## src/sv/ipv6_route_table_lpm_core_assert.svh

```systemverilog
// assertion macros for the route table core
`ifndef IPV6_ROUTE_TABLE_LPM_CORE_ASSERT_SVH
`define IPV6_ROUTE_TABLE_LPM_CORE_ASSERT_SVH
`ifndef SYNTH
`define RT_ASSERT(label, clk, rst_n, prop) \
	label: assert property (@(posedge clk) disable iff (!rst_n) (prop)) \
		else $error("assertion failed");
`define RT_ASSERT_NEXT(label, clk, rst_n, ante, cons) \
	label: assert property (@(posedge clk) disable iff (!rst_n) (ante) |=> (cons)) \
		else $error("assertion failed");
`else
`define RT_ASSERT(label, clk, rst_n, prop)
`define RT_ASSERT_NEXT(label, clk, rst_n, ante, cons)
`endif
`endif

```

## src/sv/rtl_pkg.sv

```systemverilog
// ----------------------------------------------------------------------------
// route table package
// types, constants and helpers shared by the route table core
// ----------------------------------------------------------------------------
`timescale 1ns / 1ps
package rtl_pkg;
	localparam int TableEntries = 8;
	localparam int IdxW = $clog2(TableEntries);
	localparam int CntW = $clog2(TableEntries + 1);
	localparam logic [7:0] FullMatch = 8'd128;
	localparam logic [19:0] TicksReset = 20'd1000;

	// entry word: prefix hi/lo, length, gateway hi/lo, gw valid, iface, expiry, permanent
	localparam int EntryW = 64 + 64 + 8 + 64 + 64 + 1 + 8 + 32 + 1;

	typedef enum logic [1:0] {
		REQ_PUT = 2'd0,
		REQ_DEL = 2'd1,
		REQ_LOOKUP = 2'd2,
		REQ_TICK = 2'd3
	} req_t;

	typedef enum logic [1:0] {
		ST_OK = 2'd0,
		ST_NOT_FOUND = 2'd1,
		ST_FULL = 2'd2
	} status_t;

	typedef enum logic [2:0] {
		FSM_IDLE,
		FSM_MUL,
		FSM_SCAN,
		FSM_WRITE,
		FSM_DONE
	} fsm_t;

	typedef struct packed {
		logic [63:0] pfx_hi;
		logic [63:0] pfx_lo;
		logic [7:0] pfx_len;
		logic [63:0] gw_hi;
		logic [63:0] gw_lo;
		logic gw_valid;
		logic [7:0] iface;
		logic [31:0] expiry;
		logic perm;
	} entry_t;

	// leading common bits of two 128-bit values, given their xor
	function automatic logic [7:0] shared_bits(input logic [127:0] d);
		logic [7:0] n;
		logic found;
		n = 8'd128;
		found = 1'b0;
		for (int i = 127; i >= 0; i--) begin
			if (d[i] && !found) begin
				n = 8'(127 - i);
				found = 1'b1;
			end
		end
		return n;
	endfunction
endpackage

```

## src/sv/rtl_ram.sv

```systemverilog
// ----------------------------------------------------------------------------
// generic ram
// single port write, single port read, registered read data
// ----------------------------------------------------------------------------
`timescale 1ns / 1ps
module rtl_ram #(
	parameter int Width = 8,
	parameter int Depth = 8
) (
	input logic clk,
	input logic we,
	input logic [$clog2(Depth)-1:0] waddr,
	input logic [Width-1:0] wdata,
	input logic [$clog2(Depth)-1:0] raddr,
	output logic [Width-1:0] rdata
);
	logic [Width-1:0] mem_q [Depth];

	always_ff @(posedge clk) begin
		if (we) begin
			mem_q[waddr] <= wdata;
		end
		rdata <= mem_q[raddr];
	end
endmodule

```

## src/sv/rtl_ctrl.sv

```systemverilog
// ----------------------------------------------------------------------------
// route table controller
// scans the entry ram one entry per cycle and answers each request
// ----------------------------------------------------------------------------
`timescale 1ns / 1ps
`include "ipv6_route_table_lpm_core_assert.svh"
module rtl_ctrl (
	input logic clk,
	input logic arst_n,
	input logic cfg_we,
	input logic [19:0] cfg_data,
	input logic req_valid,
	output logic req_ready,
	input logic [1:0] req_type,
	input logic [127:0] req_addr,
	input logic [7:0] req_len,
	input logic [127:0] req_hop,
	input logic req_hop_present,
	input logic [7:0] req_iface,
	input logic [15:0] req_life,
	input logic req_never,
	output logic res_valid,
	input logic res_ready,
	output logic [1:0] res_status,
	output logic [2:0] res_slot,
	output logic [127:0] res_hop,
	output logic [7:0] res_iface,
	output logic ram_we,
	output logic [rtl_pkg::IdxW-1:0] ram_waddr,
	output rtl_pkg::entry_t ram_wdata,
	output logic [rtl_pkg::IdxW-1:0] ram_raddr,
	input rtl_pkg::entry_t ram_rdata
);
	import rtl_pkg::*;

	fsm_t state_q, state_d;
	logic [19:0] tps_q;
	logic [31:0] now_q;
	logic [TableEntries-1:0] used_q;
	logic [CntW-1:0] rd_cnt_q;
	logic [IdxW-1:0] chk_idx_q;
	logic chk_vld_q;
	logic [1:0] type_q;
	logic [127:0] addr_q, hop_q;
	logic [7:0] len_q, iface_q;
	logic hop_pres_q, never_q;
	logic [15:0] life_q;
	logic [31:0] prod_q;
	logic found_q, free_found_q, stop_q;
	logic [IdxW-1:0] found_idx_q, free_idx_q;
	logic [7:0] best_len_q;
	logic [127:0] best_hop_q;
	logic best_gw_q;
	logic [7:0] best_iface_q;
	logic out_vld_q;
	logic [1:0] out_status_q;
	logic [2:0] out_slot_q;
	logic [127:0] out_hop_q;
	logic [7:0] out_iface_q;

	logic scan_last;
	logic [7:0] m;
	logic expired, live, exact, qual;

	assign req_ready = (state_q == FSM_IDLE) && !out_vld_q;
	assign res_valid = out_vld_q;
	assign res_status = out_status_q;
	assign res_slot = out_slot_q;
	assign res_hop = out_hop_q;
	assign res_iface = out_iface_q;
	assign ram_raddr = rd_cnt_q[IdxW-1:0];

	// compare the entry read in the previous cycle
	assign m = shared_bits(addr_q ^ {ram_rdata.pfx_hi, ram_rdata.pfx_lo});
	assign expired = !ram_rdata.perm && (now_q > ram_rdata.expiry);
	assign live = chk_vld_q && used_q[chk_idx_q] && !stop_q;
	assign exact = live && ram_rdata.pfx_len == len_q
		&& {ram_rdata.pfx_hi, ram_rdata.pfx_lo} == addr_q;
	assign qual = live && !expired && m >= ram_rdata.pfx_len;
	assign scan_last = chk_vld_q && (chk_idx_q == IdxW'(TableEntries - 1));

	always_comb begin
		state_d = state_q;
		unique case (state_q)
			FSM_IDLE: if (req_valid && req_ready) state_d = FSM_MUL;
			FSM_MUL: state_d = FSM_SCAN;
			FSM_SCAN: if (scan_last) state_d = FSM_WRITE;
			FSM_WRITE: state_d = FSM_DONE;
			FSM_DONE: state_d = FSM_IDLE;
			default: state_d = FSM_IDLE;
		endcase
	end

	always_ff @(posedge clk or negedge arst_n) begin
		if (!arst_n) begin
			state_q <= FSM_IDLE;
			tps_q <= TicksReset;
			now_q <= '0;
			used_q <= '0;
			out_vld_q <= 1'b0;
			rd_cnt_q <= '0;
			chk_vld_q <= 1'b0;
		end else begin
			state_q <= state_d;
			if (cfg_we) tps_q <= cfg_data;
			if (out_vld_q && res_ready) out_vld_q <= 1'b0;
			if (state_q == FSM_MUL) begin
				rd_cnt_q <= CntW'(1);
				chk_vld_q <= 1'b1;
			end else if (state_q == FSM_SCAN) begin
				rd_cnt_q <= rd_cnt_q + 1'b1;
				chk_vld_q <= !scan_last;
			end else begin
				rd_cnt_q <= '0;
				chk_vld_q <= 1'b0;
			end
			if (state_q == FSM_WRITE) begin
				unique case (req_t'(type_q))
					REQ_PUT: if (found_q || free_found_q)
						used_q[found_q ? found_idx_q : free_idx_q] <= 1'b1;
					REQ_DEL: if (found_q) used_q[found_idx_q] <= 1'b0;
					REQ_TICK: now_q <= now_q + 32'd1;
					default: ;
				endcase
			end
			if (state_q == FSM_DONE) out_vld_q <= 1'b1;
		end
	end

	always_ff @(posedge clk) begin
		if (req_valid && req_ready) begin
			type_q <= req_type;
			addr_q <= req_addr;
			len_q <= req_len;
			hop_q <= req_hop;
			hop_pres_q <= req_hop_present;
			iface_q <= req_iface;
			life_q <= req_life;
			never_q <= req_never;
			found_q <= 1'b0;
			free_found_q <= 1'b0;
			stop_q <= 1'b0;
			best_len_q <= '0;
		end
		if (state_q == FSM_MUL) prod_q <= 32'(life_q * tps_q);
		if (state_q == FSM_SCAN && chk_vld_q && !stop_q) begin
			if (!used_q[chk_idx_q]) begin
				if (!free_found_q) begin
					free_found_q <= 1'b1;
					free_idx_q <= chk_idx_q;
				end
			end else if (type_q == REQ_LOOKUP) begin
				if (qual && (!found_q || m > best_len_q)) begin
					found_q <= 1'b1;
					found_idx_q <= chk_idx_q;
					best_len_q <= m;
					best_gw_q <= ram_rdata.gw_valid;
					best_hop_q <= {ram_rdata.gw_hi, ram_rdata.gw_lo};
					best_iface_q <= ram_rdata.iface;
				end
				if (qual && m == FullMatch) stop_q <= 1'b1;
			end else if (exact) begin
				found_q <= 1'b1;
				found_idx_q <= chk_idx_q;
				stop_q <= 1'b1;
			end
		end
		if (state_q == FSM_SCAN) chk_idx_q <= rd_cnt_q[IdxW-1:0];
		if (state_q == FSM_MUL) chk_idx_q <= '0;
		if (state_q == FSM_WRITE) begin
			unique case (req_t'(type_q))
				REQ_PUT: begin
					out_status_q <= (found_q || free_found_q) ? ST_OK : ST_FULL;
					out_slot_q <= found_q ? 3'(found_idx_q) :
						free_found_q ? 3'(free_idx_q) : 3'd0;
					out_hop_q <= '0;
					out_iface_q <= '0;
				end
				REQ_DEL: begin
					out_status_q <= found_q ? ST_OK : ST_NOT_FOUND;
					out_slot_q <= found_q ? 3'(found_idx_q) : 3'd0;
					out_hop_q <= '0;
					out_iface_q <= '0;
				end
				REQ_LOOKUP: begin
					out_status_q <= found_q ? ST_OK : ST_NOT_FOUND;
					out_slot_q <= found_q ? 3'(found_idx_q) : 3'd0;
					out_hop_q <= !found_q ? 128'd0 : best_gw_q ? best_hop_q : addr_q;
					out_iface_q <= found_q ? best_iface_q : 8'd0;
				end
				REQ_TICK: begin
					out_status_q <= ST_OK;
					out_slot_q <= '0;
					out_hop_q <= '0;
					out_iface_q <= '0;
				end
			endcase
		end
	end

	// entry write back; prefix is rewritten unchanged on an update
	always_comb begin
		ram_we = (state_q == FSM_WRITE) && (type_q == REQ_PUT) && (found_q || free_found_q);
		ram_waddr = found_q ? found_idx_q : free_idx_q;
		ram_wdata.pfx_hi = addr_q[127:64];
		ram_wdata.pfx_lo = addr_q[63:0];
		ram_wdata.pfx_len = len_q;
		ram_wdata.gw_valid = hop_pres_q;
		ram_wdata.gw_hi = hop_pres_q ? hop_q[127:64] : 64'd0;
		ram_wdata.gw_lo = hop_pres_q ? hop_q[63:0] : 64'd0;
		ram_wdata.iface = iface_q;
		ram_wdata.perm = never_q;
		ram_wdata.expiry = never_q ? 32'd0 : now_q + prod_q;
	end

	`RT_ASSERT(a_ready_idle, clk, arst_n, !req_ready || (state_q == FSM_IDLE))
	`RT_ASSERT_NEXT(a_done_valid, clk, arst_n, state_q == FSM_DONE, out_vld_q)
	`RT_ASSERT_NEXT(a_write_done, clk, arst_n, state_q == FSM_WRITE, state_q == FSM_DONE)
	`RT_ASSERT(a_we_put, clk, arst_n, !ram_we || (type_q == REQ_PUT))
endmodule

```

## src/sv/ipv6_route_table_lpm_core.sv

```systemverilog
// ----------------------------------------------------------------------------
// ipv6 route table core
// eight-entry longest-prefix-match table with route lifetimes
// ----------------------------------------------------------------------------
// Each request word goes through the states in order: the multiply state
// computes the lifetime while the first entry is read, the scan state compares
// all eight entries as they come out of the single registered read port of the
// entry ram, the write state writes back, and the done state presents the result.
// One request is handled at a time; the next is taken once the previous result
// word has been taken.
`timescale 1ns / 1ps
module ipv6_route_table_lpm_core (
	input logic clk,
	input logic arst_n,
	input logic cfg_we,
	input logic [19:0] cfg_data,
	input logic s_tvalid,
	output logic s_tready,
	// req_type, addr_hi, addr_lo, pfx_length, hop_hi, hop_lo, hop_present,
	// out_iface, life_seconds, never_expires; zero pad to 296 bits
	input logic [295:0] s_tdata,
	output logic m_tvalid,
	input logic m_tready,
	// status, slot, result_hop_hi, result_hop_lo, result_iface; pad to 144 bits
	output logic [143:0] m_tdata
);
	import rtl_pkg::*;

	logic ram_we;
	logic [IdxW-1:0] ram_waddr, ram_raddr;
	entry_t ram_wdata, ram_rdata;
	logic [1:0] res_status;
	logic [2:0] res_slot;
	logic [127:0] res_hop;
	logic [7:0] res_iface;

	rtl_ctrl u_ctrl (
		.clk(clk),
		.arst_n(arst_n),
		.cfg_we(cfg_we),
		.cfg_data(cfg_data),
		.req_valid(s_tvalid),
		.req_ready(s_tready),
		.req_type(s_tdata[1:0]),
		.req_addr({s_tdata[65:2], s_tdata[129:66]}),
		.req_len(s_tdata[137:130]),
		.req_hop({s_tdata[201:138], s_tdata[265:202]}),
		.req_hop_present(s_tdata[266]),
		.req_iface(s_tdata[274:267]),
		.req_life(s_tdata[290:275]),
		.req_never(s_tdata[291]),
		.res_valid(m_tvalid),
		.res_ready(m_tready),
		.res_status(res_status),
		.res_slot(res_slot),
		.res_hop(res_hop),
		.res_iface(res_iface),
		.ram_we(ram_we),
		.ram_waddr(ram_waddr),
		.ram_wdata(ram_wdata),
		.ram_raddr(ram_raddr),
		.ram_rdata(ram_rdata)
	);

	rtl_ram #(.Width(EntryW), .Depth(TableEntries)) u_ram (
		.clk(clk),
		.we(ram_we),
		.waddr(ram_waddr),
		.wdata(ram_wdata),
		.raddr(ram_raddr),
		.rdata(ram_rdata)
	);

	assign m_tdata = {3'b0, res_iface, res_hop[63:0], res_hop[127:64], res_slot, res_status};
endmodule
```

## config.mk

```make
export PLATFORM = sky130hd
export DESIGN_NAME = ipv6_route_table_lpm_core
export DESIGN_NICKNAME = d
export VERILOG_FILES = /design/src/sv/rtl_pkg.sv /design/src/sv/rtl_ram.sv /design/src/sv/rtl_ctrl.sv /design/src/sv/ipv6_route_table_lpm_core.sv
export VERILOG_INCLUDE_DIRS = /design/src /design/src/sv
export SDC_FILE = /design/constraint.sdc
export NUM_CORES = 2
export LEC_CHECK = 0
export BUFFER_PORTS_ARGS = -buffer_cell sky130_fd_sc_hd__buf_4
export CORE_MARGIN = 2
export CORE_UTILIZATION = 45
export DETAILED_ROUTE_END_ITERATION = 8
export GPL_ROUTABILITY_DRIVEN = 1
export SKIP_CTS_REPAIR_TIMING = 1
export SYNTH_ARGS = -nofsm -noshare
export SYNTH_HDL_FRONTEND = slang
export SYNTH_SLANG_ARGS = --single-unit
```

## constraint.sdc

```tcl
create_clock -name clk -period 27.7 [get_ports clk]
set_input_delay 2.77 -clock clk [delete_from_list [all_inputs] [get_ports clk]]
set_output_delay 2.77 -clock clk [all_outputs]
set_load 0.005 [all_outputs]
```

==> reports/qor.txt <==
Worst-path maximum fanout -> 20
Crit path launch type -> flop
Residual DRC count -> 0
Setup Skew -> 98.8 ps
Most common cell after layout, fill and taps aside -> edfxtp_1
Worst skew pair latency -> 970 ps
Crit share post-route -> 0.287
MaxCap Viol Count -> 0
Sequential share of the synthesized area -> 0.725
Largest net degree at the start of global routing -> 108
CP delay by family, top -> adder cells
Worst Hold Class -> reg2reg
Hold path cells -> 0
Initial DRC count -> 5519
Most frequent cells in the layout -> edfxtp_1, mux4_2, buf_4
Min-delay src -> u_ram.rdata[41]$_DFF_P_
Core Region -> 305000 µm²
Total power -> 19.6 mW
Slew at the pin closest to its max-slew limit -> 1080 ps
Clock Sinks -> 3444
Kind of critical path -> reg2reg
Syn Inst Count -> 7203
Final Core Density -> 0.520
HPWL after detailed placement -> 190 mm
WP buf/inv -> 3
Initial antenna violation count -> 19
Routed via count -> 66895
Seq. cell area -> 99900 µm²
Number of synthesized flops with an enable pin -> 3056
Clock transition at path regs -> 60 ps
Avg WL per Cell -> 26.3 µm
Via/cell ratio -> 5.44
Pwr Density -> 124 nW/µm²
Setup_tns -> 0 ps
Final setup vio count -> 0
Worst R2R Path Depth -> 19
Synthesized area per cell -> 19.1 µm²
Die span in x -> 557 µm
Arrival @ worst endpoint -> 8510 ps
Multi-input logic area -> 35700 µm²
CTS Buf Count -> 363
Initial Utilization -> 0.451
Crit path launch -> u_ctrl.life_q[2]$_DFFE_PP_
Worst VDD drop -> 302 µV
Fmax -> 126 MHz
Synthesis Warnings -> 0
Number of port buffers -> 459
Final Net Count -> 8604
Vias in the first global route -> 70511
ANT nets after route -> 0
Cell variety after synth -> 89
Rel. slew slack -> 0.282
Fin area -> 159000 µm²
Layout cells sized above 1 -> 0.263
Fillers -> 24312
Global placement routability congestion -> 0.821
Placed Area -> 146000 µm²
Synth Cell Area -> 138000 µm²
Post-synth ARST share -> 0.0197
CP Depth -> 19
Die H -> 557 µm
CTS Buffer Depth -> 4
Critical R2R Launch -> u_ctrl.life_q[2]$_DFFE_PP_
Final hold violations -> 0
Gr usage total -> 0.206
Period minus WS final -> 7960 ps
CP most frequent cell -> fa_1
Status -> complete, no violations
CP Capture Type -> flop
Most used flip-flop cell after synthesis -> edfxtp_1
CTS tree -> yes
First-pass GRT wire length -> 472 mm
H-tree Lvls -> 5
P&R area growth vs syn -> 15.3%
Max incr delay on CP -> 970 ps
Row cnt -> 203
Synth Register Bits -> 3444
Die area -> 311000 µm²
Slowest CP cell -> edfxtp_1
Critical Path RT -> 28260 ps
DRT Pass-1 Iters -> 6
Fin. max-slew vios -> 0
RSZ-0062 raised after global routing -> no
Final WL -> 323 mm
GRT overflow -> 0
I/O Pins -> 467
Root Buffer -> clkbuf_16
Static Leak -> 54.4 nW
Worst-path cell chain -> nand2_1, fa_1, inv_1, fa_1, fa_1, fa_1, inv_1, fa_1, inv_1, fa_1, ha_1, a21o_1, a31o_2, a21oi_1, o21ai_0, o21a_1, a2111oi_0, o31ai_1, o311ai_1
area by class of cell:
| cell class | count | share of cell area |
|---|---|---|
| inverter | 333 | 0.00792 |
| timing repair buffer | 580 | 0.0281 |
| sequential | 3444 | 0.629 |
| multi-input combinational | 3143 | 0.225 |
| antenna | 7 | 0.000110 |
| clock inverter | 175 | 0.0137 |
| tap | 4100 | 0.0323 |
| clock buffer | 504 | 0.0645 |
synthesized netlist by cell type (7+ instances only):
master	number	area [µm²]
o21ai_0	55	275
nor2b_1	39	244
nor3_1	43	215
and2_1	245	1530
or2_2	7	43.8
xor2_1	127	1110
nand4_1	25	156
a21o_1	39	293
a31oi_1	11	68.8
buf_1	79	297
nand2b_1	20	125
nand2_1	302	1130
a31o_2	7	61.3
a21oi_1	93	465
dfrtp_1	62	1550
mux2_2	335	3770
o31ai_1	8	60.1
edfxtp_1	3056	91800
nor4_1	20	125
o21a_1	14	105
or3_1	9	56.3
mux4_2	614	13800
ha_1	172	2150
a211oi_1	11	82.6
o21bai_1	9	67.6
nor4b_1	9	78.8
nor2_1	268	1010
nand3_1	46	230
fa_1	246	4920
inv_1	332	1250
dfxtp_1	320	6410
clkbuf_1	202	758
xnor2_1	108	946
and3_1	17	106
mux2i_1	130	1300
sequential cells by signal, indices dropped and copies added (netlist names), 16 cells and up:
signal and cells:
u_ctrl.res_hop 128, u_ctrl.now_q 32, u_ram.rdata 306, u_ctrl.prod_q 32, u_ctrl.tps_q 20, u_ctrl.addr_q 128
u_ctrl.hop_q 128, u_ctrl.life_q 16, u_ram.mem_q 2448, u_ctrl.best_hop_q 128
power by group:
group	switching [mW]	internal [mW]	total, mW
logic	4.25	3.29	7.54
clock network	2.03	2.93	4.96
registers	0.437	6.70	7.14
per-layer routing:
| layer | global-route usage | routed length, µm |
|---|---|---|
| met5 | 0 | 14 |
| met4 | 0.0506 | 7590 |
| met3 | 0.0239 | 15000 |
| met2 | 0.356 | 163000 |
| met1 | 0.279 | 138000 |
path summary, 6_finish.rpt:
check                                               endpoint  slack, ps
worst max register to register   u_ctrl.prod_q[30]$_DFFE_PP_      19740
worst min register to register    u_ctrl.best_gw_q$_DFFE_PP_        360
min in group asynchronous       u_ctrl.tps_q[16]$_DFFE_PN0P_       1760
max in group asynchronous       u_ctrl.rd_cnt_q[1]$_DFF_PN0_      24730
worst max-delay path             u_ctrl.prod_q[30]$_DFFE_PP_      19740
worst min-delay path              u_ctrl.best_gw_q$_DFFE_PP_        360
kinds of logic after synthesis:
family,share of synthesized area
AO/OA/AOI/OAI,0.0153
XOR/XNOR,0.0149
adder cells (fa/ha/maj),0.0513
buffers and inverters,0.0169
flip-flops,0.725
multiplexers,0.137
other,0.0000272
AND/OR/NAND/NOR,0.0395
worst reg2reg max path, stage by stage (launching register included):
cell and delay [ps]:
edfxtp_1 970, nand2_1 180, fa_1 550, inv_1 70, fa_1 560, fa_1 450, fa_1 550, inv_1 50
fa_1 490, inv_1 50, fa_1 450, ha_1 380, a21o_1 240, a31o_2 220, a21oi_1 250, o21ai_0 200
o21a_1 270, a2111oi_0 570, o31ai_1 250, o311ai_1 860
metrics by stage:
step                setup WS (ps)  hold WS [ps]  std cells
global placement            19610           386      11600
floorplan                   11190           386       7205
finish                      19740           359      12286
global route                19380           359      12280
detailed placement          19570           389      11600
CTS                         19520           359      12279
Note: power is estimated with default switching activity, not from simulation.
